**config.mk**
```make
export PLATFORM = sky130hd
export DESIGN_NAME = launch_interlock_sequencer
export DESIGN_NICKNAME = d
export VERILOG_FILES = /design/src/design/lis_pkg.sv /design/src/design/launch_interlock_sequencer.sv
export SDC_FILE = /design/constraint.sdc
export NUM_CORES = 1
export LEC_CHECK = 0
export BUFFER_PORTS_ARGS = -buffer_cell sky130_fd_sc_hd__buf_4
export CAP_MARGIN = 25
export CORE_ASPECT_RATIO = 2
export CORE_MARGIN = 5
export CORE_UTILIZATION = 45
export CTS_BUF_LIST = sky130_fd_sc_hd__clkbuf_16
export CTS_CLUSTER_SIZE = 40
export DETAILED_ROUTE_END_ITERATION = 7
export SLEW_MARGIN = 0
export SYNTH_ARGS = -nofsm -noshare
export SYNTH_HDL_FRONTEND = slang
export SYNTH_SLANG_ARGS = --single-unit
```
**constraint.sdc**
```tcl
create_clock -name aclk -period 7.5 [get_ports aclk]
set_input_delay 1.5 -clock aclk [delete_from_list [all_inputs] [get_ports aclk]]
set_output_delay 1.5 -clock aclk [all_outputs]
set_load 0.02 [all_outputs]
```
**src/design/lis_pkg.sv**
```systemverilog
// Shared types, codes and helper functions for the launch interlock sequencer.
package lis_pkg;

    localparam int TIMER_W = 16;
    localparam int COUNT_W = 5;

    localparam logic [TIMER_W-1:0] TIMER_MAX        = '1;
    localparam logic [TIMER_W-1:0] COMPLETE_WAIT_MS = 16'd1000;

    // Reset values of the configuration registers
    localparam logic [TIMER_W-1:0] HOLD_TO_LAUNCH_RST  = 16'd5000;
    localparam logic [TIMER_W-1:0] RELAY_ON_RST        = 16'd5000;
    localparam logic [TIMER_W-1:0] COOLDOWN_RST        = 16'd5000;
    localparam logic [TIMER_W-1:0] ABORT_INHIBIT_RST   = 16'd1500;
    localparam logic [TIMER_W-1:0] RESET_HOLD_RST      = 16'd2500;
    localparam logic [TIMER_W-1:0] SPLASH_RST          = 16'd5000;
    localparam logic [TIMER_W-1:0] CHECK_INTERVAL_RST  = 16'd250;
    localparam logic [TIMER_W-1:0] LAUNCH_CONFIRM_RST  = 16'd250;

    // Configuration register indexes
    typedef enum logic [2:0] {
        CFG_HOLD_TO_LAUNCH = 3'd0,
        CFG_RELAY_ON       = 3'd1,
        CFG_COOLDOWN       = 3'd2,
        CFG_ABORT_INHIBIT  = 3'd3,
        CFG_RESET_HOLD     = 3'd4,
        CFG_SPLASH         = 3'd5,
        CFG_CHECK_INTERVAL = 3'd6,
        CFG_LAUNCH_CONFIRM = 3'd7
    } cfg_index_t;

    // Sequencer modes
    typedef enum logic [3:0] {
        MODE_STARTUP   = 4'd0,
        MODE_SPLASH    = 4'd1,
        MODE_READY     = 4'd2,
        MODE_ARMED     = 4'd3,
        MODE_COUNTDOWN = 4'd4,
        MODE_LAUNCHING = 4'd5,
        MODE_COOLDOWN  = 4'd6,
        MODE_ABORT     = 4'd7,
        MODE_FAULT     = 4'd8
    } mode_t;

    typedef struct packed {
        logic [TIMER_W-1:0] timer;
        logic               active;
    } press_t;

    typedef struct packed {
        mode_t              mode;
        logic [TIMER_W-1:0] time_in_mode;
        press_t             press;
        logic [COUNT_W-1:0] checks_done;
        logic [TIMER_W-1:0] interval_timer;
        logic               checks_complete;
        logic [TIMER_W-1:0] complete_timer;
    } seq_state_t;

    // Saturating millisecond increment
    function automatic logic [TIMER_W-1:0] sat_inc(input logic [TIMER_W-1:0] v);
        return (v == TIMER_MAX) ? TIMER_MAX : v + 1'b1;
    endfunction

    // Mode entry: clears mode time and press tracking, startup also resets checks
    function automatic seq_state_t go_mode(input seq_state_t s, input mode_t m);
        seq_state_t r;
        r              = s;
        r.mode         = m;
        r.time_in_mode = '0;
        r.press        = '0;
        if (m == MODE_STARTUP) begin
            r.checks_done     = '0;
            r.interval_timer  = TIMER_MAX;
            r.checks_complete = 1'b0;
            r.complete_timer  = '0;
        end
        return r;
    endfunction

    // Press tracker: first pressed tick counts as zero
    function automatic press_t press_track(input press_t p, input logic pressed);
        press_t r;
        if (!pressed) begin
            r = '0;
        end else if (!p.active) begin
            r.active = 1'b1;
            r.timer  = '0;
        end else begin
            r.active = 1'b1;
            r.timer  = sat_inc(p.timer);
        end
        return r;
    endfunction

endpackage

```
**src/design/launch_interlock_sequencer.sv**
```systemverilog
// Launch interlock sequencer: mode state machine with timers and result register.
//
// Each input item is one millisecond tick. One item is taken per clock cycle
// while the result register is empty or being read; its result is in the output
// register in the cycle after acceptance, and the next item is taken in the same
// cycle the result leaves. A single next-state pass, state to result register,
// sets throughput. After reset it sits in splash mode. The user must write the
// eight timing registers via the write port only while idle; it is not enforced.
module launch_interlock_sequencer
    import lis_pkg::*;
#(
    parameter int CHECK_COUNT = 20
) (
    input  logic                aclk,
    input  logic                aresetn,
    // configuration
    input  logic                cfg_wr_en,
    input  logic [2:0]          cfg_index,
    input  logic [TIMER_W-1:0]  cfg_wr_data,
    // tick items
    input  logic                s_valid,
    output logic                s_ready,
    input  logic                s_arm_on,
    input  logic                s_reset_pressed,
    input  logic                s_launch_pressed,
    input  logic                s_global_fault,
    // result items
    output logic                m_valid,
    input  logic                m_ready,
    output logic [3:0]          m_mode,
    output logic                m_ready_led,
    output logic                m_armed_led,
    output logic                m_launch_lamp,
    output logic                m_relay_drive,
    output logic                m_check_step,
    output logic [COUNT_W-1:0]  m_check_number,
    output logic                m_mode_entered
);

    localparam logic [COUNT_W-1:0] CHECK_LIMIT = COUNT_W'(CHECK_COUNT);

    // Configuration registers
    logic [TIMER_W-1:0] hold_to_launch_reg, relay_on_reg, cooldown_reg, abort_inhibit_reg;
    logic [TIMER_W-1:0] reset_hold_reg, splash_reg, check_interval_reg, launch_confirm_reg;

    seq_state_t st_reg, st_next;
    logic       entered, step;
    logic       accept;

    logic               m_valid_reg;
    logic [3:0]         m_mode_reg;
    logic               m_ready_led_reg, m_armed_led_reg, m_launch_lamp_reg;
    logic               m_relay_drive_reg, m_check_step_reg, m_mode_entered_reg;
    logic [COUNT_W-1:0] m_check_number_reg;

    assign s_ready = !m_valid_reg || m_ready;
    assign accept  = s_valid && s_ready;

    // Configuration writes
    always_ff @(posedge aclk) begin
        if (!aresetn) begin
            hold_to_launch_reg <= HOLD_TO_LAUNCH_RST;
            relay_on_reg       <= RELAY_ON_RST;
            cooldown_reg       <= COOLDOWN_RST;
            abort_inhibit_reg  <= ABORT_INHIBIT_RST;
            reset_hold_reg     <= RESET_HOLD_RST;
            splash_reg         <= SPLASH_RST;
            check_interval_reg <= CHECK_INTERVAL_RST;
            launch_confirm_reg <= LAUNCH_CONFIRM_RST;
        end else if (cfg_wr_en) begin
            unique case (cfg_index_t'(cfg_index))
                CFG_HOLD_TO_LAUNCH: hold_to_launch_reg <= cfg_wr_data;
                CFG_RELAY_ON:       relay_on_reg       <= cfg_wr_data;
                CFG_COOLDOWN:       cooldown_reg       <= cfg_wr_data;
                CFG_ABORT_INHIBIT:  abort_inhibit_reg  <= cfg_wr_data;
                CFG_RESET_HOLD:     reset_hold_reg     <= cfg_wr_data;
                CFG_SPLASH:         splash_reg         <= cfg_wr_data;
                CFG_CHECK_INTERVAL: check_interval_reg <= cfg_wr_data;
                CFG_LAUNCH_CONFIRM: launch_confirm_reg <= cfg_wr_data;
            endcase
        end
    end

    // Next-state pass for one tick
    always_comb begin
        st_next              = st_reg;
        entered              = 1'b0;
        step                 = 1'b0;
        st_next.time_in_mode = sat_inc(st_reg.time_in_mode);

        // global fault preempts every mode but fault itself
        if (st_reg.mode != MODE_FAULT && s_global_fault) begin
            st_next = go_mode(st_next, MODE_FAULT);
            entered = 1'b1;
        end

        unique case (st_next.mode)
            MODE_STARTUP: begin
                if (s_arm_on || s_reset_pressed || s_launch_pressed) begin
                    st_next = go_mode(st_next, MODE_FAULT);
                    entered = 1'b1;
                end else begin
                    st_next.interval_timer = sat_inc(st_next.interval_timer);
                    if (st_next.checks_complete) begin
                        st_next.complete_timer = sat_inc(st_next.complete_timer);
                    end
                    if (st_next.interval_timer >= check_interval_reg) begin
                        st_next.interval_timer = '0;
                        if (st_next.checks_done < CHECK_LIMIT) begin
                            st_next.checks_done = st_next.checks_done + 1'b1;
                            step                = 1'b1;
                        end else begin
                            if (!st_next.checks_complete) begin
                                st_next.checks_complete = 1'b1;
                                st_next.complete_timer  = '0;
                            end
                            if (st_next.complete_timer >= COMPLETE_WAIT_MS) begin
                                st_next = go_mode(st_next, MODE_READY);
                                entered = 1'b1;
                            end
                        end
                    end
                end
            end
            MODE_SPLASH: begin
                if (st_next.time_in_mode >= splash_reg) begin
                    st_next = go_mode(st_next, MODE_STARTUP);
                    entered = 1'b1;
                end
            end
            MODE_READY: begin
                if (s_arm_on) begin
                    st_next = go_mode(st_next, MODE_ARMED);
                    entered = 1'b1;
                end
            end
            MODE_ARMED: begin
                if (!s_arm_on) begin
                    st_next = go_mode(st_next, MODE_READY);
                    entered = 1'b1;
                end else begin
                    st_next.press = press_track(st_next.press, s_launch_pressed);
                    if (s_launch_pressed && st_next.press.timer >= launch_confirm_reg) begin
                        st_next = go_mode(st_next, MODE_COUNTDOWN);
                        entered = 1'b1;
                    end
                end
            end
            MODE_COUNTDOWN: begin
                if (!s_arm_on) begin
                    st_next = go_mode(st_next, MODE_FAULT);
                    entered = 1'b1;
                end else if (!s_launch_pressed) begin
                    st_next = go_mode(st_next, MODE_ABORT);
                    entered = 1'b1;
                end else if (st_next.time_in_mode >= hold_to_launch_reg) begin
                    st_next = go_mode(st_next, MODE_LAUNCHING);
                    entered = 1'b1;
                end
            end
            MODE_LAUNCHING: begin
                if (st_next.time_in_mode >= relay_on_reg) begin
                    st_next = go_mode(st_next, MODE_COOLDOWN);
                    entered = 1'b1;
                end
            end
            MODE_COOLDOWN: begin
                if (st_next.time_in_mode >= cooldown_reg) begin
                    st_next = go_mode(st_next, MODE_FAULT);
                    entered = 1'b1;
                end
            end
            MODE_ABORT: begin
                if (st_next.time_in_mode >= abort_inhibit_reg) begin
                    st_next = go_mode(st_next, s_arm_on ? MODE_ARMED : MODE_READY);
                    entered = 1'b1;
                end
            end
            MODE_FAULT: begin
                // recovery needs arm off and reset held, with no global fault
                if (!s_arm_on) begin
                    st_next.press = press_track(st_next.press, s_reset_pressed);
                    if (s_reset_pressed && st_next.press.timer >= reset_hold_reg
                        && !s_global_fault) begin
                        st_next = go_mode(st_next, MODE_READY);
                        entered = 1'b1;
                    end
                end else begin
                    st_next.press = '0;
                end
            end
            default: begin
                st_next = go_mode(st_next, MODE_FAULT);
                entered = 1'b1;
            end
        endcase
    end

    // State register, advanced once per accepted item
    always_ff @(posedge aclk) begin
        if (!aresetn) begin
            st_reg <= go_mode('0, MODE_SPLASH);
        end else if (accept) begin
            st_reg <= st_next;
        end
    end

    // Result register
    always_ff @(posedge aclk) begin
        if (!aresetn) begin
            m_valid_reg <= 1'b0;
        end else if (accept) begin
            m_valid_reg <= 1'b1;
        end else if (m_ready) begin
            m_valid_reg <= 1'b0;
        end
    end

    always_ff @(posedge aclk) begin
        if (accept) begin
            m_mode_reg         <= st_next.mode;
            m_ready_led_reg    <= (st_next.mode == MODE_READY);
            m_armed_led_reg    <= (st_next.mode == MODE_ARMED)
                                  || (st_next.mode == MODE_COUNTDOWN);
            m_launch_lamp_reg  <= (st_next.mode == MODE_LAUNCHING);
            m_relay_drive_reg  <= (st_next.mode == MODE_LAUNCHING);
            m_check_step_reg   <= step;
            m_check_number_reg <= st_next.checks_done;
            m_mode_entered_reg <= entered;
        end
    end

    assign m_valid        = m_valid_reg;
    assign m_mode         = m_mode_reg;
    assign m_ready_led    = m_ready_led_reg;
    assign m_armed_led    = m_armed_led_reg;
    assign m_launch_lamp  = m_launch_lamp_reg;
    assign m_relay_drive  = m_relay_drive_reg;
    assign m_check_step   = m_check_step_reg;
    assign m_check_number = m_check_number_reg;
    assign m_mode_entered = m_mode_entered_reg;

    // Checks
    a_accept_gives_result: assert property (@(posedge aclk) disable iff (!aresetn)
        accept |=> m_valid)
        else $error("accepted item produced no result");

    a_gfault_forces_fault: assert property (@(posedge aclk) disable iff (!aresetn)
        (accept && s_global_fault) |=> (m_valid && m_mode == MODE_FAULT
                                        && !m_relay_drive))
        else $error("global fault did not force fault mode");

    a_checks_bounded: assert property (@(posedge aclk) disable iff (!aresetn)
        st_reg.checks_done <= CHECK_LIMIT)
        else $error("self-check count exceeded limit");

    a_step_only_startup: assert property (@(posedge aclk) disable iff (!aresetn)
        (accept && st_reg.mode != MODE_STARTUP) |=> !m_check_step)
        else $error("check step pulse outside startup");

endmodule

```
After elaboration in Yosys (flattened, before gate mapping). Index checks and enable logic that the tools add are counted.

Eq/ne operators: 24. $add $sub $neg: 5. Multiplexer cells: 62. Magnitude comparators: 10. Bitwise operators: 2. Reduce and logical (&&, ||, !) cells: 24.

Operators with widths (count): 75-bit 2-to-1 mux (15); 75-bit one-hot mux with 9 select lines (1); 17-bit 2-to-1 mux (12); 16-bit greater-or-equal comparator (8); 16-bit 2-to-1 mux (6); 38-bit 2-to-1 mux (2); 16-bit by 1-bit adder with 16-bit output (second input constant) (4); 16-bit equality test (second input constant) (4); 37-bit 2-to-1 mux (1); 33-bit 2-to-1 mux (1); 4-bit by 3-bit equality test with 1-bit output (second input constant) (6); 1-bit 2-to-1 mux (21); 20-bit 2-to-1 mux (1); 4-bit by 2-bit equality test with 1-bit output (second input constant) (4); 16-bit by 10-bit greater-or-equal comparator with 1-bit output (second input constant) (1); 2-bit AND reduction (8); 3-bit equality test (second input constant) (4); 1-bit one-hot mux with 9 select lines (1); 4-bit logical NOT (2); 3-bit by 2-bit equality test with 1-bit output (second input constant) (2); 5-bit by 1-bit adder with 5-bit output (second input constant) (1); 1-bit logical AND (5); 5-bit less-than comparator (second input constant) (1); 5-bit 2-to-1 mux (1); 10 further kinds (15).

Register bits after elaboration: 218.

Longest topological paths before layout. Gate-level depths: netlist (run 1).

Word-level depth: 19. Depth in mapped cells: 23. Mapped depth without buffers: 20.

Worst setup path after synthesis (run 1). No wires, ideal clock.

Kind: input port to flip-flop. Start: input s_global_fault. End: register st_reg[74] (netlist name). Arrival: 5.559 ns. Stages on the path: 21. Library setup time: 0.115 ns. Required time: 7.385 ns. Slack: 1.826 ns. Path buffers: 2. Path through: clkinv_1 > o2111ai_1 > nor3_1 > nand4_1 > nor3b_2 > and3_1 > clkbuf_1 > nand2_1 > buf_2 > a21oi_1 > and2_1 > ha_1 > o21ai_0 > a21oi_1 > o41ai_1 > a2111oi_0 > o31ai_1 > nor4_1 > a21oi_1 > or4_1 > o21ba_2.

RTL lines: start: declaration (line launch_interlock_sequencer.sv:26) `input logic s_global_fault,`; end signal: assignment (line launch_interlock_sequencer.sv:202) `st_reg <= go_mode('0, MODE_SPLASH);`; end signal: assignment (line launch_interlock_sequencer.sv:204) `st_reg <= st_next;`; end: declaration (line launch_interlock_sequencer.sv:46) `seq_state_t st_reg, st_next;`.

==> impl_metrics.csv, run 1 <==
group,metric,value,unit
timing,fin_crit,6.51,ns
routing,wl_per_cell,19.8,um
die,start_util,0.452,
cts,htree_levels,1,
cts,clk-insertion-delay-late,0.52,ns
logic_synthesis,ys_seq_area_frac,0.339,
cts,tritoncts,"yes",
critical_path,cp-end-kind,"register",
cts,ctsResizeCount,0,
place,io_buffers,44,
hold_path,whs_endpoint,"relay_on_reg[13]",
flow_run,maxCapViolCount,0,
timing,slew_viol_final,0,
routing,drc_errors,0,
logic_synthesis,synth_compound_area_frac,0.231,
die,core_area,29400,sq um
critical_path,reg2reg_depth,19,
power_and_ir_drop,finalPower,2.57,mW
power_and_ir_drop,peakVddDrop,0.000177,V
critical_path,critPathKind,"in2reg",
timing,setup_viol,0,
timing,fin_worst_skew,0.00940,ns
cts,clockRootBuffer,"clkbuf_16",
critical_path,crit_required,7.87,ns
grt,gr-usage-met1,0.262,
critical_path,arrival,6.88,ns
timing,finalSetupTns,0,ns
place,placed_cell_area,13900,sq um
finish,fillCellCount,3014,
critical_path,r2r-end,"m_armed_led",
logic_synthesis,synth_cell_types,82,
die,std_cell_rows,89,
logic_synthesis,async_reset_ff_frac,0,
critical_path,timing.rr.start,"st_reg[72]",
logic_synthesis,synth_xor_area_frac,0.0217,
cts,numCtsBuffers,23,
logic_synthesis,synth_warnings,0,
logic_synthesis,syn_nets,1888,
place,dp_hpwl,30500,um
timing,period_share,0.868,
timing,max_freq,154,MHz
logic_synthesis,yosys.area_share.adder,0.124,
logic_synthesis,yosys-top-cells-area,"dfxtp_1, ha_1, nand2_1",
power_and_ir_drop,p_per_area,176,nW/um^2
finish,nets,1886,
logic_synthesis,ys.flop_type,"dfxtp_1",
routing,dr_total_vias,12200,
cts,cts_num_sinks,218,
die,die_area,33300,sq um
finish,largest_reg_flops,75,
finish,syn2layout_area_growth,9.56,%
routing,drt-initial-drc-count,696,
cts,cts_setup_buffers,0,
critical_path,r2r_setup_slack,1.31,ns
grt,antenna_found_initial,0,
grt,track_usage,0.243,
grt,use_met2,0.456,
cts,hold_buffers,0,
cts,clockBufferDepth,3,
grt,grt-busiest-layer,"met2",
logic_synthesis,ys_top_cells_by_count,"nand2_1, dfxtp_1, a21oi_1, inv_1, ha_1",
grt,gr-total-overflow,0,
grt,grt_max_degree,88,
routing,postRouteAntennaNets,0,
finish,drive_above_1_share,0.0752,
critical_path,cp_max_fo,17,
timing,hold_viol_final,0,
grt,grtUsageMet3,0.0245,
logic_synthesis,synth_area_per_cell,7.70,sq um
place,dp_cells,2065,
timing,maxSlewHeadroom,0.307,
timing,max_slew.worst_pin.slew,1.04,ns
hold_path,hold_depth,2,
logic_synthesis,synth_top_family_by_area,"compound AO/OA/AOI/OAI gates",
outcome,status,"complete, no violations",
logic_synthesis,synth_seq_cells,218,
logic_synthesis,yosys.area.top_type,"dfxtp_1",
hold_path,hp-start,"relay_on_reg[13]",
die,ios,45,
logic_synthesis,synth_mux_area_frac,0.00386,
grt,grt_pass1_vias,11700,
logic_synthesis,syn_inst,1728,
finish,instances_no_fill,2105,
power_and_ir_drop,p_leak,5.99,nW
grt,grt_pass1_wl,64600,um
die,die_w,132,um
timing,rsz0062_at_grt,"no",
place,routabilityCongestion,0.919,
critical_path,startpoint_type,"input port",
die,die_y,253,um
logic_synthesis,synth_top_cell_area_share,0.307,
finish,final_util,0.496,
logic_synthesis,netlist_area,13300,sq um
cts,path_clk_slew,0.06,ns
routing,drt_wl_total,41600,um
routing,via_per_inst,5.78,
logic_synthesis,synth-simple-area-share,0.208,
logic_synthesis,synth_edf_count,14,
finish,num_antenna_cells,0,
routing,drt_pass1_iterations,5,
finish,fin_area,14600,sq um
hold_path,min_path_type,"reg2reg",
logic_synthesis,yosysMostFrequentCell,"nand2_1",
[cells in the final DEF (no fill, tap or decap), types with 13 or more instances in the layout]
master / instances
nand2_1: 314
nand4_1: 20
and3_1: 17
nand3_1: 34
edfxtp_1: 14
inv_1: 148
o21ai_0: 86
a21o_1: 13
nand2b_1: 14
o211ai_1: 56
xnor2_1: 17
a21oi_1: 200
xor2_1: 16
and2_1: 24
a22o_1: 31
buf_4: 72
ha_1: 132
nor2_1: 106
nor3_1: 25
dfxtp_1: 204
clkbuf_16: 23
a211oi_1: 23
a31oi_1: 13
[worst max-delay path, cell delays in order]
cell       delay, ns
buf_4           0.15
clkinv_1        0.17
o2111ai_1       0.23
nor3_1          0.33
nand4_1         0.20
nor3b_2         0.30
and3_1          0.30
nand2_1         0.42
a21oi_1         0.41
and2_1          0.18
ha_1            0.15
o21ai_0         0.08
a21oi_1         0.14
o41ai_1         0.11
a2111oi_0       0.66
o31ai_1         0.20
nor4_1          0.54
a311oi_1        0.31
or2_2           0.36
mux2i_1         0.13
[power by group]
part           switching (mW)  internal (mW)  leakage (nW)  total (mW)
logic                   0.179         0.0857          3.84       0.264
registers              0.0217           1.20          1.79        1.22
clock network           0.488          0.590         0.355        1.08
[cells by family after synthesis]
kind of cell | Yosys count
flip-flops | 218
AO/OA/AOI/OAI | 487
XOR/XNOR | 33
multiplexers | 5
AND/OR/NAND/NOR | 606
buffers and inverters | 247
adder cells (fa/ha/maj) | 132
[how the worst max path moves through the flow]
stage | startpoint | cells after the start | endpoint | slack, ns
6_report | s_global_fault | 20 | m_armed_led | 0.99
5_1_grt | s_global_fault | 20 | m_armed_led | 0.58
4_1_cts | s_global_fault | 20 | m_armed_led | 1.09
3_5_place_dp | s_global_fault | 20 | m_armed_led | 0.56
3_3_place_gp | s_global_fault | 20 | m_armed_led | 0.67
2_1_floorplan | s_global_fault | 21 | st_reg[74] | 1.83
[layout make-up]
type	count	area [sq um]	area share
multi-input cells	1263	7840	0.538
clock buffers	23	576	0.0395
clock inverters	17	103	0.00704
inverters	148	557	0.0382
flip-flops and latches	218	4500	0.309
repair buffers	72	541	0.0371
well taps	364	455	0.0313
[per-layer routing]
layer | part of all wire | vias up
met4 | 0.062 | 0
met2 | 0.53 | 278
li1 | - | 6036
met1 | 0.37 | 5765
met5 | 0 | -
met3 | 0.040 | 98
[metrics by stage]
step | hold WS [ns] | worst slack [ns]
2_1_floorplan | 0.436 | 1.83
3_3_place_gp | 0.442 | 0.668
3_5_place_dp | 0.447 | 0.561
4_1_cts | 0.455 | 1.09
5_1_grt | 0.471 | 0.577
6_report | 0.455 | 0.992
(Power assumes the default switching activity.)
==> run 2: changes to the inputs <==
PLACE_DENSITY_LB_ADDON = 0.25   (was not set)
SLEW_MARGIN = 20   (was 0)
==> impl_metrics.csv, run 2 (synthesized netlist as in run 1, its figures left out) <==
group,metric,value,unit
outcome,status,"complete, no violations",
die,ios,45,
grt,track_usage,0.238,
power_and_ir_drop,p_per_area,179,nW/um^2
timing,fin_crit,6.49,ns
cts,clk-insertion-delay-late,0.53,ns
timing,fin_worst_skew,0.0175,ns
cts,hold_buffers,0,
timing,max_slew.worst_pin.slew,0.976,ns
timing,rsz0062_at_grt,"no",
critical_path,cp-end-kind,"register",
finish,final_common_cell,"nand2_1",
finish,syn2layout_area_growth,9.46,%
grt,grt_max_degree,70,
critical_path,crit_required,7.86,ns
die,die_w,132,um
timing,slew_viol_final,0,
die,start_util,0.452,
die,std_cell_rows,89,
timing,finalSetupTns,0,ns
routing,drc_errors,0,
routing,drt_pass1_iterations,6,
cts,tritoncts,"yes",
grt,gr-total-overflow,0,
cts,ctsResizeCount,0,
die,die_area,33300,sq um
cts,cts_setup_buffers,0,
timing,setup_viol,0,
finish,drive_above_1_share,0.0727,
cts,clockRootBuffer,"clkbuf_16",
power_and_ir_drop,peakVddDrop,0.000176,V
place,pre_cts_ws,0.514,ns
timing,fin_ws,1.01,ns
cts,clockBufferDepth,3,
power_and_ir_drop,p_leak,5.96,nW
timing,max_freq,154,MHz
routing,dr_total_vias,12300,
routing,via_per_inst,5.85,
flow_run,maxCapViolCount,0,
routing,drt-initial-drc-count,724,
critical_path,critPathKind,"in2reg",
finish,final_cell_mix,"nand2_1, dfxtp_1, a21oi_1",
place,dp_hpwl,30200,um
grt,grt_pass1_wl,64100,um
critical_path,arrival,6.86,ns
cts,numCtsBuffers,23,
cts,cts_num_sinks,218,
die,core_area,29400,sq um
critical_path,cp_max_fo,20,
cts,htree_levels,1,
routing,drt_wl_total,40900,um
timing,hold_viol_final,0,
cts,path_clk_slew,0.06,ns
grt,antenna_found_initial,2,
routing,wl_per_cell,19.5,um
critical_path,startpoint_type,"input port",
place,routabilityCongestion,0.915,
routing,postRouteAntennaNets,0,
place,io_buffers,44,
timing,maxSlewHeadroom,0.348,
finish,nets,1879,
grt,grt_pass1_vias,12000,
hold_path,min_path_type,"reg2reg",
die,die_y,253,um
finish,largest_reg_flops,75,
timing,period_share,0.866,
[run 2: layer usage]
metal  GRT usage  part of all wire  wire (um)
met3      0.0207             0.032       1320
met4       0.143             0.064       2640
met2       0.465              0.54      22200
met5           0                 0          0
met1       0.241              0.36      14700
[run 2: final timing paths]
kind,start,end,slack (ns),depth (start not counted)
min,reset_hold_reg[14],reset_hold_reg[14],0.45,2
min reg2reg,reset_hold_reg[14],reset_hold_reg[14],0.45,2
max,s_global_fault,m_armed_led,1.01,20
max reg2reg,st_reg[74],m_armed_led,1.30,19
[run 2: where the power goes]
part	switching [mW]	leakage [nW]	total, mW	internal [mW]
Sequential	0.0217	1.79	1.22	1.20
Clock	0.497	0.365	1.12	0.628
Combinational	0.175	3.80	0.260	0.0850
[run 2: final cells by class]
cell class                      instances  area, sq um
Clock buffer                           23          576
Tap cell                              364          455
Multi-Input combinational cell       1263         7840
Fill cell                            2984        14800
Clock inverter                         17          135
Timing Repair Buffer                   65          488
Sequential cell                       218         4500
Antenna cell                            2         5.00
Inverter                              148          557
[run 2: metrics by stage]
step	hold WS [ns]	power, mW	util	cells	cell area (sq um)
finish	0.454	2.61	0.495	2100	14600
global route	0.467	2.71	0.495	2100	14600
CTS	0.456	2.64	0.495	2098	14600
detailed placement	0.447	1.51	0.471	2058	13800
global placement	0.442	1.50	0.471	2058	13800
floorplan	0.436	1.42	-	1728	13300
[run 2: critical path, cell delays in order]
cell and delay, ns:
buf_4 0.15, clkinv_1 0.17, o2111ai_1 0.24, nor3_1 0.37
nand4_1 0.21, nor3b_2 0.32, and3_1 0.31, nand2_1 0.45
a21oi_1 0.37, and2_1 0.17, ha_1 0.14, o211ai_1 0.09
a21oi_1 0.15, o41ai_1 0.11, a2111oi_0 0.67, o31ai_1 0.20
nor4_1 0.45, a311oi_1 0.28, or2_2 0.35, mux2i_1 0.15
